<file path="src/hdl/tlpd_pkg.sv">
// ----------------------------------------------------------------------------
// tlpd_pkg: shared definitions of the tagged length-prefix deframer
// Types, register indexes, status codes and default sizes used by the
// deframer and by its port checker.
// ----------------------------------------------------------------------------
package tlpd_pkg;

  // Default number of header bytes: a 32-bit tag followed by a 32-bit length.
  localparam int unsigned HeaderBytesDef = 8;

  localparam int unsigned CfgAddrW = 2;
  localparam int unsigned CfgDataW = 32;
  localparam int unsigned LenW     = 16;
  localparam int unsigned MaxLenW  = 17;

  // Configuration register indexes.
  localparam logic [CfgAddrW-1:0] CfgFrameTag = 2'd0;
  localparam logic [CfgAddrW-1:0] CfgMaxLen   = 2'd1;
  localparam logic [CfgAddrW-1:0] CfgByteOrd  = 2'd2;

  localparam logic [MaxLenW-1:0] MaxLenRst = 17'h10000;

  // Result status codes carried on tuser.
  typedef enum logic [1:0] {
    StData   = 2'd0,
    StBadTag = 2'd1,
    StBadLen = 2'd2
  } status_e;

  typedef enum logic [1:0] {
    PhHeader  = 2'd0,
    PhPayload = 2'd1,
    PhHalt    = 2'd2
  } phase_e;

endpackage

</file>
<file path="src/hdl/tagged_length_prefix_deframer_unit.sv">
// ----------------------------------------------------------------------------
// tagged_length_prefix_deframer_unit: tagged length-prefix message deframer
// Splits a byte stream into messages with a tag and length header, checks
// the header and forwards validated messages with the final byte marked.
// ----------------------------------------------------------------------------
// Output: a payload byte is registered and appears on the output in the cycle
// after it is accepted; once the last byte of a valid header is accepted, the
// burst flag is set and the header bytes then pass in order through the output
// register. Throughput: one payload item per cycle while the output is not
// stalled; header bytes are released through the single output register, during
// which the input is held off.
// Reset: rst_ni clears all control state; a tag or length error halts the block
// until the next reset.
module tagged_length_prefix_deframer_unit #(
  parameter int unsigned HEADER_BYTES = tlpd_pkg::HeaderBytesDef
) (
  input  logic                          clk_i,
  input  logic                          rst_ni,
  // Configuration write port.
  input  logic                          cfg_we_i,
  input  logic [tlpd_pkg::CfgAddrW-1:0] cfg_addr_i,
  input  logic [tlpd_pkg::CfgDataW-1:0] cfg_wdata_i,
  // Input stream.
  input  logic                          s_axis_tvalid,
  output logic                          s_axis_tready,
  input  logic [7:0]                    s_axis_tdata,  // [7:0] rx_byte
  // Result stream.
  output logic                          m_axis_tvalid,
  input  logic                          m_axis_tready,
  output logic [7:0]                    m_axis_tdata,  // [7:0] out_byte
  output logic                          m_axis_tlast,  // end_of_message
  output logic [1:0]                    m_axis_tuser   // [1:0] status
);
  import tlpd_pkg::*;

  localparam int unsigned IdxW = $clog2(HEADER_BYTES);
  localparam logic [LenW-1:0] HdrLen  = LenW'(HEADER_BYTES);
  localparam logic [IdxW-1:0] LastIdx = IdxW'(HEADER_BYTES - 1);

  // Configuration registers.
  logic [31:0]        frame_tag_q;
  logic [MaxLenW-1:0] max_len_q;
  logic               byte_order_q;

  always_ff @(posedge clk_i or negedge rst_ni) begin
    if (!rst_ni) begin
      frame_tag_q  <= '0;
      max_len_q    <= MaxLenRst;
      byte_order_q <= 1'b1;
    end else if (cfg_we_i) begin
      case (cfg_addr_i)
        CfgFrameTag: frame_tag_q  <= cfg_wdata_i;
        CfgMaxLen:   max_len_q    <= cfg_wdata_i[MaxLenW-1:0];
        CfgByteOrd:  byte_order_q <= cfg_wdata_i[0];
        default: ;
      endcase
    end
  end

  // Control state.
  phase_e          phase_q, phase_d;
  logic [LenW-1:0] pos_q, pos_d;
  logic [LenW-1:0] msg_len_q, msg_len_d;
  logic            burst_q, burst_d;
  logic            burst_eom_q, burst_eom_d;
  logic [IdxW-1:0] idx_q, idx_d;

  // The header is kept in a shift line; once complete, entry k holds byte k.
  logic [7:0] hdr_q [HEADER_BYTES];
  logic [7:0] full_hdr [HEADER_BYTES];

  // Output register.
  logic       out_valid_q, out_valid_d;
  logic [7:0] out_byte_q, out_byte_d;
  logic       out_last_q, out_last_d;
  status_e    out_st_q, out_st_d;

  logic        out_free;
  logic        in_acc;
  logic        hdr_done;
  logic [31:0] tag_word;
  logic [31:0] len_word;
  logic        bad_tag;
  logic        bad_len;
  logic [LenW-1:0] pos_inc;

  assign out_free      = !out_valid_q || m_axis_tready;
  // The input waits while the header is released and while the result
  // register is full and not being drained.
  assign s_axis_tready = !burst_q && out_free;
  assign in_acc        = s_axis_tvalid && s_axis_tready;
  assign pos_inc       = pos_q + 1'b1;

  // The header as it stands once the incoming byte is added at the end.
  always_comb begin
    for (int k = 0; k < HEADER_BYTES - 1; k++) begin
      full_hdr[k] = hdr_q[k+1];
    end
    full_hdr[HEADER_BYTES-1] = s_axis_tdata;
  end

  always_comb begin
    if (byte_order_q) begin
      tag_word = {full_hdr[0], full_hdr[1], full_hdr[2], full_hdr[3]};
      len_word = {full_hdr[4], full_hdr[5], full_hdr[6], full_hdr[7]};
    end else begin
      tag_word = {full_hdr[3], full_hdr[2], full_hdr[1], full_hdr[0]};
      len_word = {full_hdr[7], full_hdr[6], full_hdr[5], full_hdr[4]};
    end
  end

  // A length must fit 16 bits, stay below max_len and cover the header.
  // Values of max_len above 65536 thus act as 65536.
  assign bad_tag  = tag_word != frame_tag_q;
  assign bad_len  = (len_word[31:16] != 16'd0) ||
                    ({1'b0, len_word[15:0]} >= max_len_q) ||
                    (len_word[15:0] < HdrLen);
  assign hdr_done = (phase_q == PhHeader) && (pos_inc == HdrLen);

  always_comb begin
    phase_d     = phase_q;
    pos_d       = pos_q;
    msg_len_d   = msg_len_q;
    burst_d     = burst_q;
    burst_eom_d = burst_eom_q;
    idx_d       = idx_q;
    out_valid_d = out_valid_q;
    out_byte_d  = out_byte_q;
    out_last_d  = out_last_q;
    out_st_d    = out_st_q;

    if (m_axis_tready) begin
      out_valid_d = 1'b0;
    end

    if (burst_q && out_free) begin
      // Release one held header byte per cycle while the output register is free.
      out_valid_d = 1'b1;
      out_byte_d  = hdr_q[idx_q];
      out_last_d  = burst_eom_q && (idx_q == LastIdx);
      out_st_d    = StData;
      idx_d       = idx_q + 1'b1;
      if (idx_q == LastIdx) begin
        burst_d = 1'b0;
      end
    end else if (in_acc) begin
      case (phase_q)
        PhPayload: begin
          out_valid_d = 1'b1;
          out_byte_d  = s_axis_tdata;
          out_st_d    = StData;
          if (pos_inc >= msg_len_q) begin
            out_last_d = 1'b1;
            phase_d    = PhHeader;
            pos_d      = '0;
            msg_len_d  = '0;
          end else begin
            out_last_d = 1'b0;
            pos_d      = pos_inc;
          end
        end
        PhHeader: begin
          pos_d = pos_inc;
          if (hdr_done) begin
            if (bad_tag || bad_len) begin
              // The tag is checked first; either failure halts the block.
              out_valid_d = 1'b1;
              out_byte_d  = '0;
              out_last_d  = 1'b0;
              out_st_d    = bad_tag ? StBadTag : StBadLen;
              phase_d     = PhHalt;
            end else begin
              burst_d     = 1'b1;
              idx_d       = '0;
              burst_eom_d = len_word[15:0] == HdrLen;
              if (len_word[15:0] == HdrLen) begin
                // Header-only message: the next header starts at once.
                pos_d     = '0;
                msg_len_d = '0;
              end else begin
                phase_d   = PhPayload;
                msg_len_d = len_word[15:0];
              end
            end
          end
        end
        default: ;  // Halted: bytes are taken and dropped.
      endcase
    end
  end

  always_ff @(posedge clk_i or negedge rst_ni) begin
    if (!rst_ni) begin
      phase_q     <= PhHeader;
      pos_q       <= '0;
      msg_len_q   <= '0;
      burst_q     <= 1'b0;
      burst_eom_q <= 1'b0;
      idx_q       <= '0;
      out_valid_q <= 1'b0;
    end else begin
      phase_q     <= phase_d;
      pos_q       <= pos_d;
      msg_len_q   <= msg_len_d;
      burst_q     <= burst_d;
      burst_eom_q <= burst_eom_d;
      idx_q       <= idx_d;
      out_valid_q <= out_valid_d;
    end
  end

  always_ff @(posedge clk_i) begin
    out_byte_q <= out_byte_d;
    out_last_q <= out_last_d;
    out_st_q   <= out_st_d;
    if (in_acc && (phase_q == PhHeader)) begin
      for (int k = 0; k < HEADER_BYTES - 1; k++) begin
        hdr_q[k] <= hdr_q[k+1];
      end
      hdr_q[HEADER_BYTES-1] <= s_axis_tdata;
    end
  end

  assign m_axis_tvalid = out_valid_q;
  assign m_axis_tdata  = out_byte_q;
  assign m_axis_tlast  = out_last_q;
  assign m_axis_tuser  = out_st_q;

endmodule

</file>
<file path="config.mk">
export PLATFORM = sky130hd
export DESIGN_NAME = tagged_length_prefix_deframer_unit
export DESIGN_NICKNAME = d
export VERILOG_FILES = /design/src/hdl/tlpd_pkg.sv /design/src/hdl/tagged_length_prefix_deframer_unit.sv
export SDC_FILE = /design/constraint.sdc
export NUM_CORES = 1
export LEC_CHECK = 0
export BUFFER_PORTS_ARGS = -buffer_cell sky130_fd_sc_hd__buf_2
export CAP_MARGIN = 5
export CORE_MARGIN = 3
export CORE_UTILIZATION = 55
export DETAILED_ROUTE_END_ITERATION = 12
export HOLD_SLACK_MARGIN = 0.08
export PLACE_DENSITY = 0.72
export SKIP_CTS_REPAIR_TIMING = 1
export SLEW_MARGIN = 0
export SYNTH_ARGS = -nofsm -noshare
export SYNTH_HDL_FRONTEND = slang
export SYNTH_SLANG_ARGS = --single-unit
</file>
<file path="constraint.sdc">
create_clock -name clk_i -period 6.1 [get_ports clk_i]
set_input_delay 0.305 -clock clk_i [delete_from_list [all_inputs] [get_ports clk_i]]
set_output_delay 0.305 -clock clk_i [all_outputs]
set_load 0.02 [all_outputs]
</file>
Yosys cells after proc, flatten, opt, wreduce, memory -nomap -nowiden
Memory sizes are Yosys's and may differ from the RTL's.
Cells that the tools add are included.
- register bits after elaboration: 101
- RAM bits: 64
- output and inout port bits: 13
- memories: 1
- $add $sub $neg: 2
- $lt $le $gt $ge: 3
- equality and inequality tests: 16
- mux-type cells: 51
- bitwise gates (word level): 2
- reduce and logical (&&, ||, !) cells: 31
- memory list (memory ; words ; width ; read ports ; clocked after Yosys merged registers in ; write ports ; line ; source):
    hdr_q ; 8 ; 8 ; 8 ; 0 ; 8 ; tagged_length_prefix_deframer_unit.sv:69 ; logic [7:0] hdr_q [HEADER_BYTES];
- operator list (kind ; number):
    $mux W16 ; 8
    $mux W32 ; 2
    $pmux W16 S2 ; 2
    $eq A16 B4 Y1 const B ; 2
    $mux W8 ; 4
    $ne A32 B32 Y1 ; 1
    $mux W1 ; 18
    $ge A16 B17 Y1 ; 1
    $add A16 B1 Y16 const B ; 1
    $ge A16 B16 Y1 ; 1
    $lt A16 B4 Y1 const B ; 1
    $pmux W8 S2 ; 1
    $reduce_bool A16 Y1 ; 1
    $mux W3 ; 5
    $mux W2 ; 7
    $reduce_and A4 Y1 ; 3
    $reduce_and A6 Y1 ; 2
    $ne A2 B2 Y1 const B ; 5
    $reduce_and A5 Y1 ; 2
    $ne A3 B3 Y1 const B ; 3
    $pmux W2 S2 ; 2
    $reduce_bool A2 Y1 ; 4
    $logic_and A1 B1 Y1 ; 6
    $reduce_and A2 Y1 ; 3
    other kinds (12) ; 20

Depth between registers and ports, before layout
- depth after elaboration: 10
- gate-level depth with buffers: 18

Least setup slack after synthesis
Ideal clock, no wire load.
- kind: register to register
- start: register out_valid_q, in the netlist m_axis_tvalid
- end: memory hdr_q[0][0] (enable)
- library setup time: 0.487 ns
- data arrival time: 4.412 ns
- data required time: 5.613 ns
- setup slack: 1.202 ns
- cell stages (with the launch flop): 7
- period minus slack after synthesis: 4.898 ns
- path through: dfrtp_1 > nand2b_1 > nor2b_1 > nand3_1 > clkbuf_1 > clkbuf_1 > nor2_1
- RTL lines (what ; line ; source):
    start: declaration ; tagged_length_prefix_deframer_unit.sv:73 ; logic out_valid_q, out_valid_d;
    start signal: assignment ; tagged_length_prefix_deframer_unit.sv:208 ; out_valid_q <= out_valid_d;
    end: declaration ; tagged_length_prefix_deframer_unit.sv:69 ;

Worst setup path in the final report
- start: register byte_order_q
- end: register msg_len_q[8]
- longest elaborated chain between the ends: 7
- ends and longest elaborated chain (what ; line ; source):
    start: declaration ; tagged_length_prefix_deframer_unit.sv:43 ; logic byte_order_q;
    start signal: assignment ; tagged_length_prefix_deframer_unit.sv:54 ; CfgByteOrd: byte_order_q <= cfg_wdata_i[0];
    $mux W32 ; tagged_length_prefix_deframer_unit.sv:103 ; if (byte_order_q) begin
    $ge A16 B17 Y1 / $reduce_bool A16 Y1 (equally long branches) ; tagged_length_prefix_deframer_unit.sv:116, tagged_length_prefix_deframer_unit.sv:115 ;
    $logic_or A1 B1 Y1 ; tagged_length_prefix_deframer_unit.sv:115 ; assign bad_len = (len_word[31:16] != 16'd0) ||
    $logic_or A1 B1 Y1 ; tagged_length_prefix_deframer_unit.sv:116 ; ({1'b0, len_word[15:0]} >= max_len_q) ||
    $logic_or A1 B1 Y1 ; tagged_length_prefix_deframer_unit.sv:165 ; if (bad_tag || bad_len) begin
    $ne A2 B2 Y1 (no line) ; -- ;
    $reduce_and A6 Y1 (no line) ; -- ;
    end signal: assignment ; tagged_length_prefix_deframer_unit.sv:204 ; msg_len_q <= msg_len_d;
    end: declaration ; tagged_length_prefix_deframer_unit.sv:63 ; logic [LenW-1:0] msg_len_q, msg_len_d;
Several ways; a longest one is shown, not always the timed one. The select of a mux whose other input is x is not followed.
A chain may end at the register's enable or synchronous reset.

==> run metrics <==
endpoint class of the critical path=register; FILL cells=1,211; Place WS=2.04 ns; Yosys cell types=61; startpoint types=register; max-slew violations=0; vias in the first global route=6,181; Die Span Y=133 um; Synth warnings=0; Worst VDD drop=0.000213 V; Via Count=6,308; Antenna Cells=0; flop and latch count out of synthesis=165; Tmin final=4.11 ns; design area=9970 um2; Clock Sink Count=165; synthesized area=8920 um2; critical path class=reg2reg; DIE AREA=17,800 um2; area of the multi-input gates=4130 um2; DRT Pass-1 Iters=5; CP top delay family=simple AND/OR/NAND/NOR gates; clk_skew=0.00673 ns; RSZ-0062 raised after global routing=no; antenna violations before repair=0; core area=15,500 um2; Die Wd=133 um; Std-Cell Rows=45; mean post-synth cell area=12.0 um2; max cap viols=0; TritonCTS clock tree=done; sequential share of the synthesized area=0.503; Syn Nets=829; top_reg_cell synth=dfrtp_1; H-tree levels=4; first-pass GRT wire length=34.8 mm; crit-path cells=buf_4 > mux2i_1 > xor2_1 > nand4_1 > nor4_1 > and3_1 > and3_1 > and3_1 > a22o_1; Detailed Place HPWL=16.2 mm; Hold Violations, Final=0; WP buf/inv=1; Mapped Cells=746; placer congestion estimate=0.897; Min Hold Slack=0.104 ns; Routed WL per cell=21.6 um; Slew HR=0.213; CTS clk-pin slew, worst paths=0.07 ns; DP Area=9370 um2; Nets=878; CP Max Fanout=35; total area of sequential cells=4490 um2; Hold Path Class=in2reg; Initial DRC Count=602; post-route setup slack=1.99 ns; Worst-Margin Slew=1.18 ns; Total Power=2.69 mW; Final setup viols=0; PD cells=270 nW/um2; number of vias per cell=6.19; Routed Antenna Nets=0; Syn-to-layout area delta=11.8%; CTS Buf Count=17; clock tree buffer depth=2; Root Driver=clkbuf_16; Pleak=4.03 nW; number of synthesized flops with an enable pin=73; # port buffers=59; drt drc=0; layout cells sized above 1=0.235; Crit path largest cell delay=0.83 ns; Clk Latency, worst-skew pair=0.43 ns; setup TNS=0 ns; Tot GR Track Use=0.254; final period utilization=0.674; CP arrival=4.47 ns; IO Pins=60; Worst path slowest cell=dfstp_2; total wire length=22.0 mm; CP Data Required Time=6.46 ns; fraction of registers with async set/reset=0.545; GRT overflow=0; Initial Util=0.574; largest net degree at the start of global routing=68; status=finished, final reports clean; cell mode on critical path=and3_1; Max Freq=243 MHz
==> routing by layer <==
metal | vias up | global-route usage | wire (um)
li1 | 2899 | - | -
met1 | 3143 | 0.369 | 9930
met2 | 245 | 0.380 | 10000
met3 | 21 | 0.0748 | 1680
met4 | 0 | 0.0646 | 335
met5 | - | 0 | 0
==> logic make-up after synthesis <==
kind of cell	synth area share
simple gates	0.123
flops	0.503
mux	0.167
compound gates	0.0839
buf+inv	0.0360
xor+xnor	0.0363
fa+ha+maj	0.0505
==> Yosys cell counts (all sizes together), types with 2 or more instances <==
| cell type | number | area [um2] |
|---|---|---|
| nand2 | 54 | 205 |
| dfrtp | 88 | 2200 |
| a211o | 2 | 17.5 |
| mux2 | 66 | 743 |
| a21o | 11 | 82.6 |
| clkbuf | 20 | 75.1 |
| mux4 | 16 | 360 |
| nand4 | 16 | 100 |
| nor3 | 12 | 60.1 |
| buf | 15 | 85.1 |
| or4 | 5 | 41.3 |
| a2111oi | 2 | 17.5 |
| or2 | 3 | 18.8 |
| nand3b | 4 | 30.0 |
| o31ai | 4 | 30.0 |
| a22o | 14 | 123 |
| dfstp | 2 | 52.6 |
| nor2 | 21 | 78.8 |
| or3 | 7 | 43.8 |
| mux2i | 39 | 390 |
| and3 | 7 | 43.8 |
| o211ai | 3 | 22.5 |
| o22ai | 3 | 18.8 |
| o21bai | 2 | 15.0 |
| edfxtp | 73 | 2190 |
| xor2 | 20 | 175 |
| nor2b | 2 | 12.5 |
| o21ai | 35 | 175 |
| nand2b | 6 | 37.5 |
| ha | 36 | 450 |
| inv | 43 | 161 |
| a31oi | 6 | 37.5 |
| nor4bb | 8 | 80.1 |
| and4 | 4 | 35.0 |
| nand3 | 25 | 138 |
| o2bb2ai | 4 | 35.0 |
| dfxtp | 2 | 40.0 |
| nor4 | 19 | 134 |
| a21oi | 17 | 88.8 |
| xnor2 | 17 | 149 |
==> layout by cell type (no fill, tap or decap), drive strengths merged, types with 5 or more instances in the layout <==
cell type / count
nor4: 19
xor2: 20
nand4: 16
nand2b: 6
o21ai: 35
edfxtp: 73
mux2: 66
a21o: 11
dfrtp: 88
a22o: 14
buf: 64
inv: 52
mux4: 16
nand3: 25
and3: 7
nand2: 54
nor3: 12
ha: 36
or3: 7
nor2: 21
a31oi: 6
mux2i: 39
or4: 5
nor4bb: 8
xnor2: 17
clkbuf: 19
a21oi: 17
==> area by class of cell <==
| cell class | instances | share of cell area |
|---|---|---|
| Sequential cell | 165 | 0.450 |
| Inverter | 43 | 0.0162 |
| Clock inverter | 13 | 0.0136 |
| Multi-Input combinational cell | 503 | 0.414 |
| Tap cell | 211 | 0.0265 |
| Timing Repair Buffer | 65 | 0.0346 |
| Clock buffer | 19 | 0.0455 |
==> worst register-to-register path: stages (launching register included) <==
cell	delay (ns)
dfstp_2	0.83
buf_4	0.54
mux2i_1	0.36
xor2_1	0.20
nand4_1	0.14
nor4_1	0.56
and3_1	0.43
and3_1	0.27
and3_1	0.49
a22o_1	0.25
==> path summary, 6_finish.rpt <==
kind | startpoint | to | slack (ns) | depth (start not counted)
worst max-delay path | byte_order_q | msg_len_q[8] | 1.99 | 9
worst min-delay path | cfg_wdata_i[29] | frame_tag_q[29] | 0.10 | 2
worst max register to register | byte_order_q | msg_len_q[8] | 1.99 | 9
worst min register to register | m_axis_tuser[0] | m_axis_tuser[0] | 0.48 | 2
max in group asynchronous | rst_ni | idx_q[1] | 4.62 | 3
min in group asynchronous | rst_ni | frame_tag_q[11] | 0.31 | 2
==> metrics by stage <==
stage | std cells | utilization
floorplan | 746 | -
global placement | 986 | 0.603
detailed placement | 986 | 0.603
CTS | 1018 | 0.641
global route | 1019 | 0.642
finish | 1019 | 0.642
==> where the power goes <==
group          internal [mW]  switching (mW)  total [mW]
logic                  0.162           0.162       0.324
clock network          0.602           0.476        1.08
registers               1.22          0.0699        1.29
==> state kept, by name, summed over array words and instances, names as in the netlist, 2 cells and up <==
register      count
frame_tag_q      32
hdr_q            64
idx_q             3
m_axis_tdata      8
m_axis_tuser      2
max_len_q        17
msg_len_q        16
phase_q           2
pos_q            16
Power figures use the tool's default switching activity.
